==> config.mk <==
export PLATFORM = sky130hd
export DESIGN_NAME = ple_ctrl
export DESIGN_NICKNAME = d
export VERILOG_FILES = /design/src/design/ple_pkg.sv /design/src/design/ple_ctrl.sv
export SDC_FILE = /design/constraint.sdc
export NUM_CORES = 1
export LEC_CHECK = 0
export ABC_AREA = 1
export BUFFER_PORTS_ARGS = -buffer_cell sky130_fd_sc_hd__clkbuf_2
export CORE_ASPECT_RATIO = 1.1
export CORE_MARGIN = 8
export CORE_UTILIZATION = 35
export DETAILED_ROUTE_END_ITERATION = 8
export PLACE_DENSITY = 0.62
export SYNTH_ARGS = -nofsm -noshare
export SYNTH_HDL_FRONTEND = slang
export SYNTH_SLANG_ARGS = --single-unit
==> constraint.sdc <==
create_clock -name clk -period 3.58 [get_ports clk]
set_input_delay 0.179 -clock clk [delete_from_list [all_inputs] [get_ports clk]]
set_output_delay 0.179 -clock clk [all_outputs]
set_load 0.05 [all_outputs]
==> src/design/ple_pkg.sv <==
// ----------------------------------------------------------------------------
// Positional list engine package
// Shared sizes, action and status codes, the sequencer state type and the memory request.
// ----------------------------------------------------------------------------
package ple_pkg;

  localparam int Capacity  = 256;
  localparam int DataWidth = 32;
  localparam int SlotW     = $clog2(Capacity);
  localparam int CountW    = $clog2(Capacity + 1);

  typedef enum logic [3:0] {
    ACT_PUSH_HEAD = 4'd0,
    ACT_PUSH_TAIL = 4'd1,
    ACT_POP_HEAD  = 4'd2,
    ACT_POP_TAIL  = 4'd3,
    ACT_READ      = 4'd4,
    ACT_UPDATE    = 4'd5,
    ACT_DELETE    = 4'd6,
    ACT_INSERT    = 4'd7,
    ACT_FIND      = 4'd8,
    ACT_LENGTH    = 4'd9
  } action_t;

  typedef enum logic [2:0] {
    ST_OK       = 3'd0,
    ST_EMPTY    = 3'd1,
    ST_RANGE    = 3'd2,
    ST_NOTFOUND = 3'd3,
    ST_FULL     = 3'd4
  } status_t;

  typedef enum logic [2:0] {
    S_IDLE,
    S_READ,
    S_SHIFT,
    S_FIND,
    S_DONE
  } state_t;

  // Memory request from the sequencer to the entry store.
  typedef struct packed {
    logic                 rd_en;
    logic [SlotW-1:0]     rd_addr;
    logic                 wr_en;
    logic [SlotW-1:0]     wr_addr;
    logic [DataWidth-1:0] wr_data;
  } mem_req_t;

endpackage

==> src/design/ple_ctrl.sv <==
// ----------------------------------------------------------------------------
// List sequencer
// Decodes a request, checks it, and walks the store for shifts and finds.
// ----------------------------------------------------------------------------
module ple_ctrl (
  input  logic                          clk,
  input  logic                          rst,
  input  logic                          start,
  input  logic [3:0]                    action,
  input  logic [7:0]                    position,
  input  logic signed [31:0]            value,
  output logic                          busy,
  output logic                          done,
  output logic signed [31:0]            read_value,
  output logic [7:0]                    found_position,
  output logic [8:0]                    list_length,
  output logic [2:0]                    status,
  output ple_pkg::mem_req_t             req,
  input  logic [ple_pkg::DataWidth-1:0] rd_data
);
  import ple_pkg::*;

  state_t state, state_next;

  logic [SlotW-1:0]     head_slot, head_slot_next;
  logic [CountW-1:0]    entry_count, entry_count_next;
  logic [3:0]           act;
  logic [SlotW-1:0]     pos;
  logic [DataWidth-1:0] word;
  logic [CountW-1:0]    idx, idx_next;     // walk position
  logic                 rd_pend, rd_pend_next;
  logic [SlotW-1:0]     wslot, wslot_next; // destination slot for a shift
  logic [DataWidth-1:0] rd_out, rd_out_next;
  logic [SlotW-1:0]     fnd, fnd_next;
  status_t              stat, stat_next;
  logic                 done_next;

  logic [DataWidth-1:0] in_word;
  logic [SlotW-1:0]     in_pos;
  logic [SlotW-1:0]     slot_idx;
  logic                 pos_bad;

  assign in_word  = DataWidth'(value);
  assign in_pos   = SlotW'(position);
  assign pos_bad  = ({1'b0, pos} >= entry_count);
  assign slot_idx = head_slot + idx[SlotW-1:0];

  always_ff @(posedge clk) begin
    if (rst) begin
      state       <= S_IDLE;
      head_slot   <= '0;
      entry_count <= '0;
      done        <= 1'b0;
    end else begin
      state       <= state_next;
      head_slot   <= head_slot_next;
      entry_count <= entry_count_next;
      done        <= done_next;
    end
  end

  always_ff @(posedge clk) begin
    if (start && !busy) begin
      act  <= action;
      pos  <= in_pos;
      word <= in_word;
    end
    idx     <= idx_next;
    rd_pend <= rd_pend_next;
    wslot   <= wslot_next;
    rd_out  <= rd_out_next;
    fnd     <= fnd_next;
    stat    <= stat_next;
  end

  assign busy = (state != S_IDLE);

  always_comb begin
    state_next = state;
    case (state)
      S_IDLE:  if (start) state_next = S_READ;
      S_READ:  begin
        // Decision state: either finish, or walk the store.
        if (stat_next != ST_OK || done_next) state_next = S_IDLE;
        else if (act == ACT_FIND) state_next = S_FIND;
        else state_next = S_SHIFT;
      end
      S_SHIFT: if (done_next) state_next = S_IDLE;
      S_FIND:  if (done_next) state_next = S_IDLE;
      S_DONE:  state_next = S_IDLE;
      default: state_next = S_IDLE;
    endcase
  end

  // Datapath and memory control.
  always_comb begin
    head_slot_next   = head_slot;
    entry_count_next = entry_count;
    idx_next         = idx;
    rd_pend_next     = 1'b0;
    wslot_next       = wslot;
    rd_out_next      = rd_out;
    fnd_next         = fnd;
    stat_next        = stat;
    done_next        = 1'b0;
    req              = '0;
    case (state)
      S_IDLE: begin
        rd_out_next = '0;
        fnd_next    = '0;
        stat_next   = ST_OK;
      end
      S_READ: begin
        // First cycle after acceptance: check, then act or begin a walk.
        case (act)
          ACT_PUSH_HEAD, ACT_PUSH_TAIL: begin
            if (entry_count == CountW'(Capacity)) begin
              stat_next = ST_FULL;
            end else begin
              req.wr_en   = 1'b1;
              req.wr_data = word;
              if (act == ACT_PUSH_HEAD) begin
                head_slot_next = head_slot - 1'b1;
                req.wr_addr    = head_slot - 1'b1;
              end else begin
                req.wr_addr = head_slot + entry_count[SlotW-1:0];
              end
              entry_count_next = entry_count + 1'b1;
            end
            done_next = 1'b1;
          end
          ACT_POP_HEAD, ACT_POP_TAIL, ACT_READ: begin
            if (entry_count == '0) begin
              stat_next = ST_EMPTY;
              done_next = 1'b1;
            end else if (act == ACT_READ && pos_bad) begin
              stat_next = ST_RANGE;
              done_next = 1'b1;
            end else begin
              req.rd_en = 1'b1;
              if (act == ACT_POP_HEAD) begin
                req.rd_addr    = head_slot;
                head_slot_next = head_slot + 1'b1;
                entry_count_next = entry_count - 1'b1;
              end else if (act == ACT_POP_TAIL) begin
                req.rd_addr = head_slot + entry_count[SlotW-1:0] - 1'b1;
                entry_count_next = entry_count - 1'b1;
              end else begin
                req.rd_addr = head_slot + pos;
              end
              idx_next = '0;
            end
          end
          ACT_UPDATE, ACT_DELETE, ACT_INSERT: begin
            if (entry_count == '0) begin
              stat_next = ST_EMPTY;
              done_next = 1'b1;
            end else if (pos_bad) begin
              stat_next = ST_RANGE;
              done_next = 1'b1;
            end else if (act == ACT_UPDATE) begin
              req.wr_en   = 1'b1;
              req.wr_addr = head_slot + pos;
              req.wr_data = word;
              done_next   = 1'b1;
            end else if (act == ACT_DELETE) begin
              entry_count_next = entry_count - 1'b1;
              if (pos == '0) begin
                head_slot_next = head_slot + 1'b1;
                done_next      = 1'b1;
              end else begin
                // Walk upward: slot(i) <- slot(i+1) for i = pos .. count-2.
                idx_next = {1'b0, pos} + 1'b1;
              end
            end else begin
              if (entry_count == CountW'(Capacity)) begin
                stat_next = ST_FULL;
                done_next = 1'b1;
              end else begin
                entry_count_next = entry_count + 1'b1;
                // Walk downward: slot(i) <- slot(i-1) for i = count .. pos+2.
                idx_next = entry_count - 1'b1;
              end
            end
          end
          ACT_FIND: begin
            if (entry_count == '0) begin
              stat_next = ST_EMPTY;
              done_next = 1'b1;
            end else begin
              idx_next = '0;
            end
          end
          default: done_next = 1'b1;
        endcase
      end
      S_SHIFT: begin
        if (act == ACT_POP_HEAD || act == ACT_POP_TAIL || act == ACT_READ) begin
          rd_out_next = rd_data;
          done_next   = 1'b1;
        end else if (act == ACT_DELETE) begin
          // entry_count is already decremented: last source index = count.
          if (rd_pend) begin
            req.wr_en   = 1'b1;
            req.wr_addr = wslot;
            req.wr_data = rd_data;
          end
          if (idx <= entry_count) begin
            req.rd_en    = 1'b1;
            req.rd_addr  = slot_idx;
            rd_pend_next = 1'b1;
            wslot_next   = slot_idx - 1'b1;
            idx_next     = idx + 1'b1;
          end else begin
            done_next = 1'b1;
          end
        end else begin
          // Insert: sources idx from old count-1 down to pos+1.
          if (rd_pend) begin
            req.wr_en   = 1'b1;
            req.wr_addr = wslot;
            req.wr_data = rd_data;
          end
          if (idx > {1'b0, pos}) begin
            req.rd_en    = 1'b1;
            req.rd_addr  = slot_idx;
            rd_pend_next = 1'b1;
            wslot_next   = slot_idx + 1'b1;
            idx_next     = idx - 1'b1;
          end else if (!rd_pend) begin
            req.wr_en   = 1'b1;
            req.wr_addr = head_slot + pos + 1'b1;
            req.wr_data = word;
            done_next   = 1'b1;
          end
        end
      end
      S_FIND: begin
        if (rd_pend && rd_data == word) begin
          fnd_next  = wslot - head_slot;
          done_next = 1'b1;
        end else if (idx < entry_count) begin
          req.rd_en    = 1'b1;
          req.rd_addr  = slot_idx;
          rd_pend_next = 1'b1;
          wslot_next   = slot_idx;
          idx_next     = idx + 1'b1;
        end else begin
          stat_next = ST_NOTFOUND;
          done_next = 1'b1;
        end
      end
      default: ;
    endcase
  end

  assign read_value     = rd_out;
  assign found_position = 8'(fnd);
  assign list_length    = 9'(entry_count);
  assign status         = stat;

endmodule

==> flow_summary.json, run 1 <==
{
  "rsz0062_at_grt": "no",
  "status": "finished, final reports clean",
  "grt_use_total_pct": 21.2,
  "synth_edf_count": 101,
  "stdcell_count": 2190,
  "critPathCaptureType": "output port",
  "clk_latency_ns": 0.43,
  "setup_tns_ns": 0,
  "drc_errors": 0,
  "max_freq_mhz": 293,
  "yosys.area_share.simple_pct": 25.9,
  "pre_cts_slack_ns": 0.205,
  "p_leak_nw": 6.72,
  "p_per_area_mw_per_mm2": 439,
  "tightest_slew_ns": 1.09,
  "yosys.cell_count.top_type": "nand2_1",
  "async_reset_ff_share_pct": 0,
  "routabilityCongestion": 0.980,
  "max_cap_violations": 0,
  "ant_nets": 0,
  "grt-ovfl-total": 0,
  "grt_max_degree": 45,
  "synth.largest_area_cell": "edfxtp_1",
  "cts.sinks": 125,
  "start_util_pct": 35.5,
  "regToRegSetupSlack_ns": 0.32,
  "arrival_ns": 3.24,
  "antenna_found_initial": 0,
  "cp_top_family": "simple AND/OR/NAND/NOR gates",
  "period_share_pct": 95.4,
  "fill_cells": 3098,
  "synth_cell_types": 55,
  "reg2reg_from": "idx[1]",
  "yosys.area_share.xor_xnor_pct": 5.26,
  "synth_top_area_share_pct": 28.0,
  "setup_violations": 0,
  "critPathMostFrequentCell": "nand2_1",
  "finalClockSkew_ns": 0.0143,
  "path_class": "flop to output port",
  "yosysWarnings": 0,
  "die-area_mm2": 0.0368,
  "port_buffers": 182,
  "yosysSeqAreaShare_pct": 32.4,
  "synthTopCellsByArea": "edfxtp_1 28%, nand2_1 13%, ha_1 8.7%",
  "cts_tree": "yes",
  "cts_root_buffer": "clkbuf_16",
  "cp_slowest_cell": "dfxtp_2",
  "avgSynthCellArea_um2": 7.15,
  "drt_first_pass_iters": 5,
  "drt_iter0_drc": 867,
  "cts_max_level": 4,
  "synthAdderAreaFrac_pct": 9.59,
  "rows": 67,
  "drt_wl_total_um": 39900,
  "viasPerCell": 5.23,
  "vdd_drop_max_mv": 0.215,
  "clockBufferDepth": 2,
  "fin_total_pwr_mw": 6.24,
  "fin_ws_ns": 0.164,
  "synth.area.mux_share_pct": 0,
  "hp-class": "input pin to flop",
  "critPathRequiredTime_ns": 3.40,
  "placed_cell_area_mm2": 0.0129,
  "ys.flop_type": "edfxtp_1",
  "cts_buffers": 17,
  "postSynthCellCount": 1514,
  "synth_compound_area_share_pct": 16.3,
  "synthesis.nets": 1673,
  "die_x_um": 184,
  "hp-start": "rd_data[12]",
  "cp_max_fo": 9,
  "die_h_um": 200,
  "slew_violations": 0,
  "dp_cells": 2106,
  "post_drt_wl_per_cell_um": 18.2,
  "finalNetCount": 1922,
  "fin_util_pct": 46.6,
  "min_period_ns": 3.42,
  "coreArea_mm2": 0.0305,
  "clkTransAtPathRegs_ns": 0.07,
  "synth_commonest_cells": "376 x nand2_1, 233 x inv_1, 120 x nor2_1",
  "cp.buffers_inverters": 3,
  "stdcell_area_mm2": 0.0142,
  "grt_first_pass_wirelength_um": 61500,
  "relSlewSlack_pct": 27.5,
  "synth_top_family_by_area": "simple AND/OR/NAND/NOR gates",
  "hold_slack_ns": 0.0444,
  "dp_hpwl_um": 31100,
  "worstPathCellList": "inv_1, ha_1, nand2_1, nand2_1, nand2_1, nand3_1, nand2_1, nand2_2, nand2_1, nand3_2, nor2_4, inv_2, a21oi_1, o221ai_1, a21oi_2, buf_4",
  "synth_seq_cells": 125,
  "syn_area_mm2": 0.0108,
  "hold_violations": 0,
  "grt_pass1_vias": 11103,
  "final_layout_size_suffix_gt1_share_pct": 18.6,
  "startpoint_type": "flop",
  "via_count": 11443,
  "cp_slowest_stage_delay_ns": 0.45,
  "crit_path_start": "list_length[2]",
  "boundaryPins": 183,
  "syn2layout_area_growth_pct": 31.2
}
-- cells in the final DEF (no fill, tap or decap), types with 4 or more instances in the layout --
cell | synthesis | final
nand2_1 | 376 | 376
inv_1 | 233 | 231
clkbuf_2 | 0 | 141
nor2_1 | 120 | 118
a21oi_1 | 115 | 103
edfxtp_1 | 101 | 101
o21ai_0 | 86 | 85
ha_1 | 75 | 75
nand3_1 | 73 | 72
buf_4 | 4 | 47
dlygate4sd3_1 | 0 | 44
xor2_1 | 42 | 38
buf_12 | 0 | 38
o22ai_1 | 37 | 37
xnor2_1 | 23 | 22
nor3_1 | 19 | 18
dfxtp_1 | 24 | 18
clkbuf_16 | 0 | 17
nand4_1 | 15 | 15
a21oi_2 | 5 | 14
inv_2 | 11 | 13
o211ai_1 | 10 | 10
nor4_1 | 8 | 8
a22o_1 | 8 | 8
nor2_4 | 5 | 7
nand3b_1 | 7 | 7
o221ai_1 | 7 | 7
a211oi_1 | 7 | 7
dfxtp_2 | 0 | 6
o21bai_1 | 5 | 5
and2_1 | 5 | 5
nand2_2 | 4 | 4
nor2_2 | 4 | 4
clkinv_1 | 2 | 4
xor2_2 | 0 | 4
o31ai_1 | 4 | 4
fa_1 | 5 | 4
bufinv_16 | 0 | 4
-- tightest hold or removal path, stage by stage --
cell and delay [ns]:
clkbuf_2 0.10, nand2_1 0.05, inv_1 0.04
-- layer usage --
metal	up-vias	share of wire, %	GRT usage [%]	wire [um]
met4	0	3.9	8.65	1550
met2	520	48	36.6	19200
met3	87	7.0	3.82	2810
met5	-	0	0	0
li1	5530	-	-	-
met1	5306	41	25.5	16400
-- where the power goes --
group          internal [mW]  switching (mW)
registers               1.83           0.141
logic                  0.703            1.70
clock network           1.16           0.704
total                   3.70            2.54
-- cell families (layout without fill, tap and decap cells) --
kind of cell | count (synthesis) | in the layout
adders and majority gates | 80 | 80
AOI/OAI and AO/OA | 304 | 304
and+or+nand+nor | 651 | 651
buffers and inverters | 289 | 550
xor gates and xnor gates | 65 | 65
DFF | 125 | 125
other | 0 | 1
-- worst paths after layout --
path                         end  cells after the start
setup / recovery         req[46]                     16
hold / removal    read_value[12]                      3
setup reg to reg        wslot[7]                     16
hold reg to reg        status[0]                      2
-- state kept, by name, indices dropped and copies added, names as in the netlist --
register	count
found_position	8
head_slot	8
read_value	32
pos	8
status	3
wslot	8
state	2
act	4
list_length	9
done	1
idx	9
word	32
rd_pend	1
-- timing repair --
| item | CTS | global route |
|---|---|---|
| pin swaps | 0 | 3 |
| endpoints found under the hold margin | 44 | 0 |
| hold buffers | 44 | 0 |
| gates resized for setup | 11 | 32 |
| setup buffers | 0 | 8 |
| setup endpoints to repair | 43 | 44 |
| gates cloned | 0 | 0 |
-- layout make-up --
type | instances | area (um^2) | share of cell area, %
clock buffers | 17 | 425 | 2.99
inverters | 247 | 930 | 6.54
repair buffers | 272 | 2270 | 16.0
clock inverters | 14 | 191 | 1.35
diodes | 1 | 2.50 | 0.0176
multi-input cells | 1100 | 6340 | 44.6
well taps | 414 | 518 | 3.65
flip-flops and latches | 125 | 3520 | 24.8
Power figures use the tool's default switching activity.
==> run 2: changes to the inputs <==
- ABC_AREA: 1 -> default
==> flow_summary.json, run 2 <==
{
  "grt_first_pass_wirelength_um": 52200,
  "p_per_area_mw_per_mm2": 710,
  "max_cap_violations": 0,
  "port_buffers": 182,
  "pre_cts_slack_ns": 0.138,
  "crit_path_start": "pos[7]",
  "n_antenna_cell": 0,
  "stdcell_count": 1727,
  "cp.buffers_inverters": 3,
  "mostFrequentLayoutCell": "clkbuf_2",
  "boundaryPins": 183,
  "cp_slowest_cell": "edfxtp_1",
  "fin_total_pwr_mw": 9.64,
  "critPathCaptureType": "output port",
  "die_x_um": 177,
  "max_freq_mhz": 285,
  "hold_slack_ns": 0.0772,
  "fill_cells": 2632,
  "pwr-share-comb_pct": 55.7,
  "fin_ws_ns": 0.0737,
  "reg2reg_from": "idx[0]",
  "avgSynthCellArea_um2": 9.33,
  "setup_violations": 0,
  "clockBufferDepth": 2,
  "worstPathCellList": "inv_2, ha_1, and3_4, a221oi_2, a2bb2oi_2, or3_4, buf_6, a32o_2, nand2b_4, nor2_1, a311o_1, buf_6",
  "setup_tns_ns": 0,
  "yosys.cell_count.top_type": "edfxtp_1",
  "rows": 65,
  "dp_cells": 1629,
  "synth_top_area_share_pct": 30.4,
  "cp_max_fo": 8,
  "die-area_mm2": 0.0342,
  "synth.largest_area_cell": "edfxtp_1",
  "whs_path_depth": 2,
  "switchingPower_mw": 4.47,
  "cp_top_family": "compound AO/OA/AOI/OAI gates",
  "grt_use_total_pct": 19.7,
  "grt_pass1_vias": 9221,
  "synth_commonest_cells": "101 x edfxtp_1, 92 x xnor2_1, 77 x nor2_1",
  "ant_nets": 0,
  "die_h_um": 193,
  "grt_max_degree": 45,
  "synth_edf_count": 101,
  "period_share_pct": 97.9,
  "finalClockSkew_ns": 0.0126,
  "path_class": "flop to output port",
  "critPathRequiredTime_ns": 3.40,
  "hp-start": "rd_data[8]",
  "cts.sinks": 125,
  "cp.depth": 12,
  "cp_slowest_stage_delay_ns": 0.42,
  "critPathMostFrequentCell": "buf_6",
  "r2r_cells": 13,
  "grt-ovfl-total": 0,
  "hold_violations": 0,
  "cts_buffers": 17,
  "intPower_mw": 5.17,
  "p_leak_nw": 5.47,
  "clk_latency_ns": 0.44,
  "min_period_ns": 3.51,
  "viasPerCell": 5.38,
  "drt_iter0_drc": 807,
  "yosysWarnings": 0,
  "slew_violations": 0,
  "status": "finished, final reports clean",
  "post_drt_wl_per_cell_um": 19.9,
  "layout_common_cells": "144 x clkbuf_2, 101 x edfxtp_1, 89 x xnor2_1",
  "syn2layout_area_growth_pct": 36.2,
  "p_seq_share_pct": 25.8,
  "async_reset_ff_share_pct": 0,
  "via_count": 9289,
  "drt_wl_total_um": 34400,
  "tightest_slew_ns": 0.847,
  "hp-class": "input pin to flop",
  "synth_seq_cells": 125,
  "routabilityCongestion": 0.931,
  "startpoint_type": "flop",
  "arrival_ns": 3.33,
  "cts_max_level": 4,
  "cts_tree": "yes",
  "drt_first_pass_iters": 5,
  "relSlewSlack_pct": 42.7,
  "power_frac_clock_pct": 18.5,
  "drc_errors": 0,
  "vdd_drop_max_mv": 0.320,
  "finalNetCount": 1505,
  "final_layout_size_suffix_gt1_share_pct": 30.7,
  "clkTransAtPathRegs_ns": 0.07,
  "synthesis.nets": 1228,
  "synthTopCellsByArea": "edfxtp_1 30%, ha_1 9.4%, xnor2_1 8.1%",
  "syn_area_mm2": 0.00997,
  "yosysSeqAreaShare_pct": 35.2,
  "netSwitchingFraction_pct": 46.3,
  "dp_hpwl_um": 26400,
  "antenna_found_initial": 0,
  "synth_cell_types": 81,
  "postSynthCellCount": 1069,
  "coreArea_mm2": 0.0284,
  "cts_root_buffer": "clkbuf_16",
  "start_util_pct": 35.1,
  "ys.flop_type": "edfxtp_1"
}
[run 2: cell types whose count changed after synthesis, sizes merged, moves of 45 or more]
cell,before,now
xnor2,23,92
a21oi,120,52
inv,245,58
nor2,131,79
nand2,383,73
a22oi,2,47
[run 2: cell type report]
cell class	instances	area (um^2)	area share (%)
clock inverters	15	170	1.25
repair buffers	308	2510	18.5
multi-input cells	836	6260	46.1
inverters	58	223	1.64
clock buffers	17	425	3.13
flip-flops and latches	125	3520	26.0
well taps	368	460	3.39
[run 2: per-stage QoR]
step / utilization (%) / cell area [um^2]
3_3_place_gp: 42.8 / 12200
2_1_floorplan: - / 10100
3_5_place_dp: 42.8 / 12200
4_1_cts: 47.0 / 13300
5_1_grt: 47.9 / 13600
6_report: 47.9 / 13600
[run 2: cell families after synthesis]
kind of cell | synth area share (%)
and+or+nand+nor | 19.7
AOI/OAI and AO/OA | 19.3
DFF | 35.2
xor gates and xnor gates | 10.1
buffers and inverters | 4.82
adders and majority gates | 10.4
muxes | 0.401
[run 2: layer usage]
metal	global-route usage (%)	share of wire (%)
met2	33.4	50
met4	9.93	4.2
met3	3.06	5.5
met1	24.0	40
met5	0	0
[run 2: worst paths after layout]
check | slack (ns) | endpoint
setup / recovery | 0.07 | req[48]
hold / removal | 0.08 | read_value[8]
setup reg to reg | 0.29 | wslot[7]
hold reg to reg | 0.54 | list_length[2]
[run 2: repair_timing]
item | CTS | global route
gates resized for setup | 23 | 37
pin swaps | 2 | 13
endpoints found under the hold margin | 44 | 0
gates cloned | 1 | 0
hold buffers | 44 | 0
buffers inserted | 7 | 14
endpoints found under the setup margin | 44 | 42
[run 2: power by group through the flow]
stage | sequential, mW | clock, mW | combinational (mW)
4_1_cts | 2.50 | 1.81 | 5.14
5_1_grt | 2.54 | 1.87 | 5.79
6_report | 2.49 | 1.78 | 5.37
3_3_place_gp | 2.53 | 0 | 4.93
3_5_place_dp | 2.54 | 0 | 4.97
2_1_floorplan | 3.22 | 0 | 2.74
==> run 3: changes to the inputs <==
- CTS_BUF_LIST: default -> sky130_fd_sc_hd__clkbuf_4 sky130_fd_sc_hd__clkbuf_8
- SLEW_MARGIN: default -> 25
==> flow_summary.json, run 3 (synthesized netlist as in run 2, its figures left out) <==
{
  "status": "finished with violations",
  "failed_checks": "setup timing",
  "via_count": 9276,
  "reg2reg_from": "idx[0]",
  "period_share_pct": 101,
  "die-area_mm2": 0.0342,
  "drt_wl_total_um": 34400,
  "critPathCaptureType": "output port",
  "max_freq_mhz": 277,
  "post_drt_wl_per_cell_um": 19.9,
  "relSlewSlack_pct": 45.2,
  "fin_ws_ns": -0.0288,
  "drc_errors": 0,
  "port_buffers": 182,
  "whs_path_depth": 2,
  "path_class": "flop to output port",
  "finalClockSkew_ns": 0.0236,
  "pre_cts_slack_ns": 0.138,
  "rows": 65,
  "boundaryPins": 183,
  "drt_first_pass_iters": 5,
  "clockBufferDepth": 2,
  "min_period_ns": 3.61,
  "coreArea_mm2": 0.0284,
  "slew_violations": 0,
  "cp_slowest_cell": "edfxtp_1",
  "grt_first_pass_wirelength_um": 51900,
  "cts_max_level": 4,
  "fin_util_pct": 47.4,
  "hp-start": "rd_data[1]",
  "cts_root_buffer": "clkbuf_8",
  "finalNetCount": 1504,
  "routabilityCongestion": 0.931,
  "stdcell_area_mm2": 0.0135,
  "antenna_found_initial": 0,
  "cts_buffers": 17,
  "clk_latency_ns": 0.47,
  "startpoint_type": "flop",
  "cp_top_family": "compound AO/OA/AOI/OAI gates",
  "cts_tree": "yes",
  "critPathRequiredTime_ns": 3.40,
  "r2r_cells": 13,
  "r2r-end": "wslot[7]",
  "ant_nets": 0,
  "dp_hpwl_um": 26400,
  "cp_max_fo": 8,
  "vdd_drop_max_mv": 0.311,
  "p_per_area_mw_per_mm2": 680,
  "cp_slowest_stage_delay_ns": 0.41,
  "cts.sinks": 125,
  "syn2layout_area_growth_pct": 34.9,
  "setup_violations": 2,
  "mostFrequentLayoutCell": "clkbuf_2",
  "p_leak_nw": 5.40,
  "regToRegSetupSlack_ns": 0.32,
  "start_util_pct": 35.1,
  "layout_common_cells": "140 x clkbuf_2, 101 x edfxtp_1, 88 x xnor2_1",
  "n_antenna_cell": 0,
  "cp.buffers_inverters": 3,
  "hold_violations": 0,
  "arrival_ns": 3.43,
  "worstPathCellList": "buf_4, ha_4, a21o_1, a221oi_2, a2bb2oi_2, or3_4, buf_6, a32o_2, nand2b_4, nor2_1, a311o_1, buf_8",
  "dp_cells": 1629,
  "grt-ovfl-total": 0,
  "viasPerCell": 5.37,
  "stdcell_count": 1726,
  "max_cap_violations": 0,
  "fill_cells": 2637,
  "grt_use_total_pct": 19.7,
  "grt_max_degree": 45,
  "holdPathEnd": "read_value[1]",
  "die_h_um": 193,
  "die_x_um": 177,
  "final_layout_size_suffix_gt1_share_pct": 31.0,
  "rsz0062_at_grt": "yes",
  "placed_cell_area_mm2": 0.0122,
  "clkTransAtPathRegs_ns": 0.09,
  "grt_pass1_vias": 9173,
  "hp-class": "input pin to flop",
  "drt_iter0_drc": 703,
  "tightest_slew_ns": 0.819
}
[run 3: cell types whose count changed in the layout (fill, tap and decap cells not counted), moves of 3 or more]
| cell | change |
|---|---|
| buf_4 | -6 |
| buf_6 | +7 |
| clkbuf_16 | -16 |
| clkbuf_2 | -4 |
| clkbuf_8 | +17 |
| dfxtp_2 | -4 |
| dfxtp_4 | +3 |
| inv_2 | -3 |
| nor2_1 | -4 |
| nor2_2 | +4 |
[run 3: worst max-delay path by stage]
stage                               from  cells past startpoint      end  slack, ns
after global routing              idx[6]                     12  req[48]      -0.08
after global placement    list_length[4]                     10  req[47]       0.15
after detailed placement          pos[6]                     12   req[4]       0.14
final                             idx[6]                     12  req[48]      -0.03
after CTS                         pos[0]                     12  req[39]      0.001
after floorplan           list_length[6]                     10  req[46]       0.13
[run 3: timing repair]
action / in CTS / in global routing
gates cloned: 1 / 1
pin swaps: 3 / 12
buffers inserted: 8 / 11
hold endpoints to repair: 44 / 0
hold buffers: 44 / 0
endpoints found under the setup margin: 48 / 44
resized for setup: 24 / 61
[run 3: cell type report]
type	count	area (um^2)	area share, %
multi-input combinational	836	6280	46.7
clock buffer	17	234	1.74
inverter	58	226	1.68
clock inverter	15	170	1.26
sequential	125	3530	26.2
timing repair buffer	307	2550	19.0
tap	368	460	3.42
[run 3: through the flow]
stage / total power [mW] / setup TNS [ns] / hold slack, ns
after floorplan: 5.96 / 0 / 0.278
after global placement: 7.46 / 0 / 0.357
after detailed placement: 7.51 / 0 / 0.358
after CTS: 8.97 / 0 / 0.0188
after global routing: 9.71 / -1.18 / 0.0131
final: 9.16 / -0.0334 / 0.0484
[run 3: per-layer routing]
| metal | up-vias | global-route usage (%) | part of all wire, % |
|---|---|---|---|
| met5 | - | 0 | 0 |
| met1 | 4435 | 23.6 | 40 |
| met3 | 80 | 3.97 | 5.6 |
| met4 | 0 | 10.8 | 4.5 |
| li1 | 4447 | - | - |
| met2 | 314 | 32.7 | 49 |
[run 3: report_power, final]
part	leakage (nW)	internal [mW]	total [mW]	switching, mW
combinational	3.99	1.95	5.35	3.40
sequential	1.21	2.20	2.49	0.286
clock	0.201	0.589	1.32	0.729
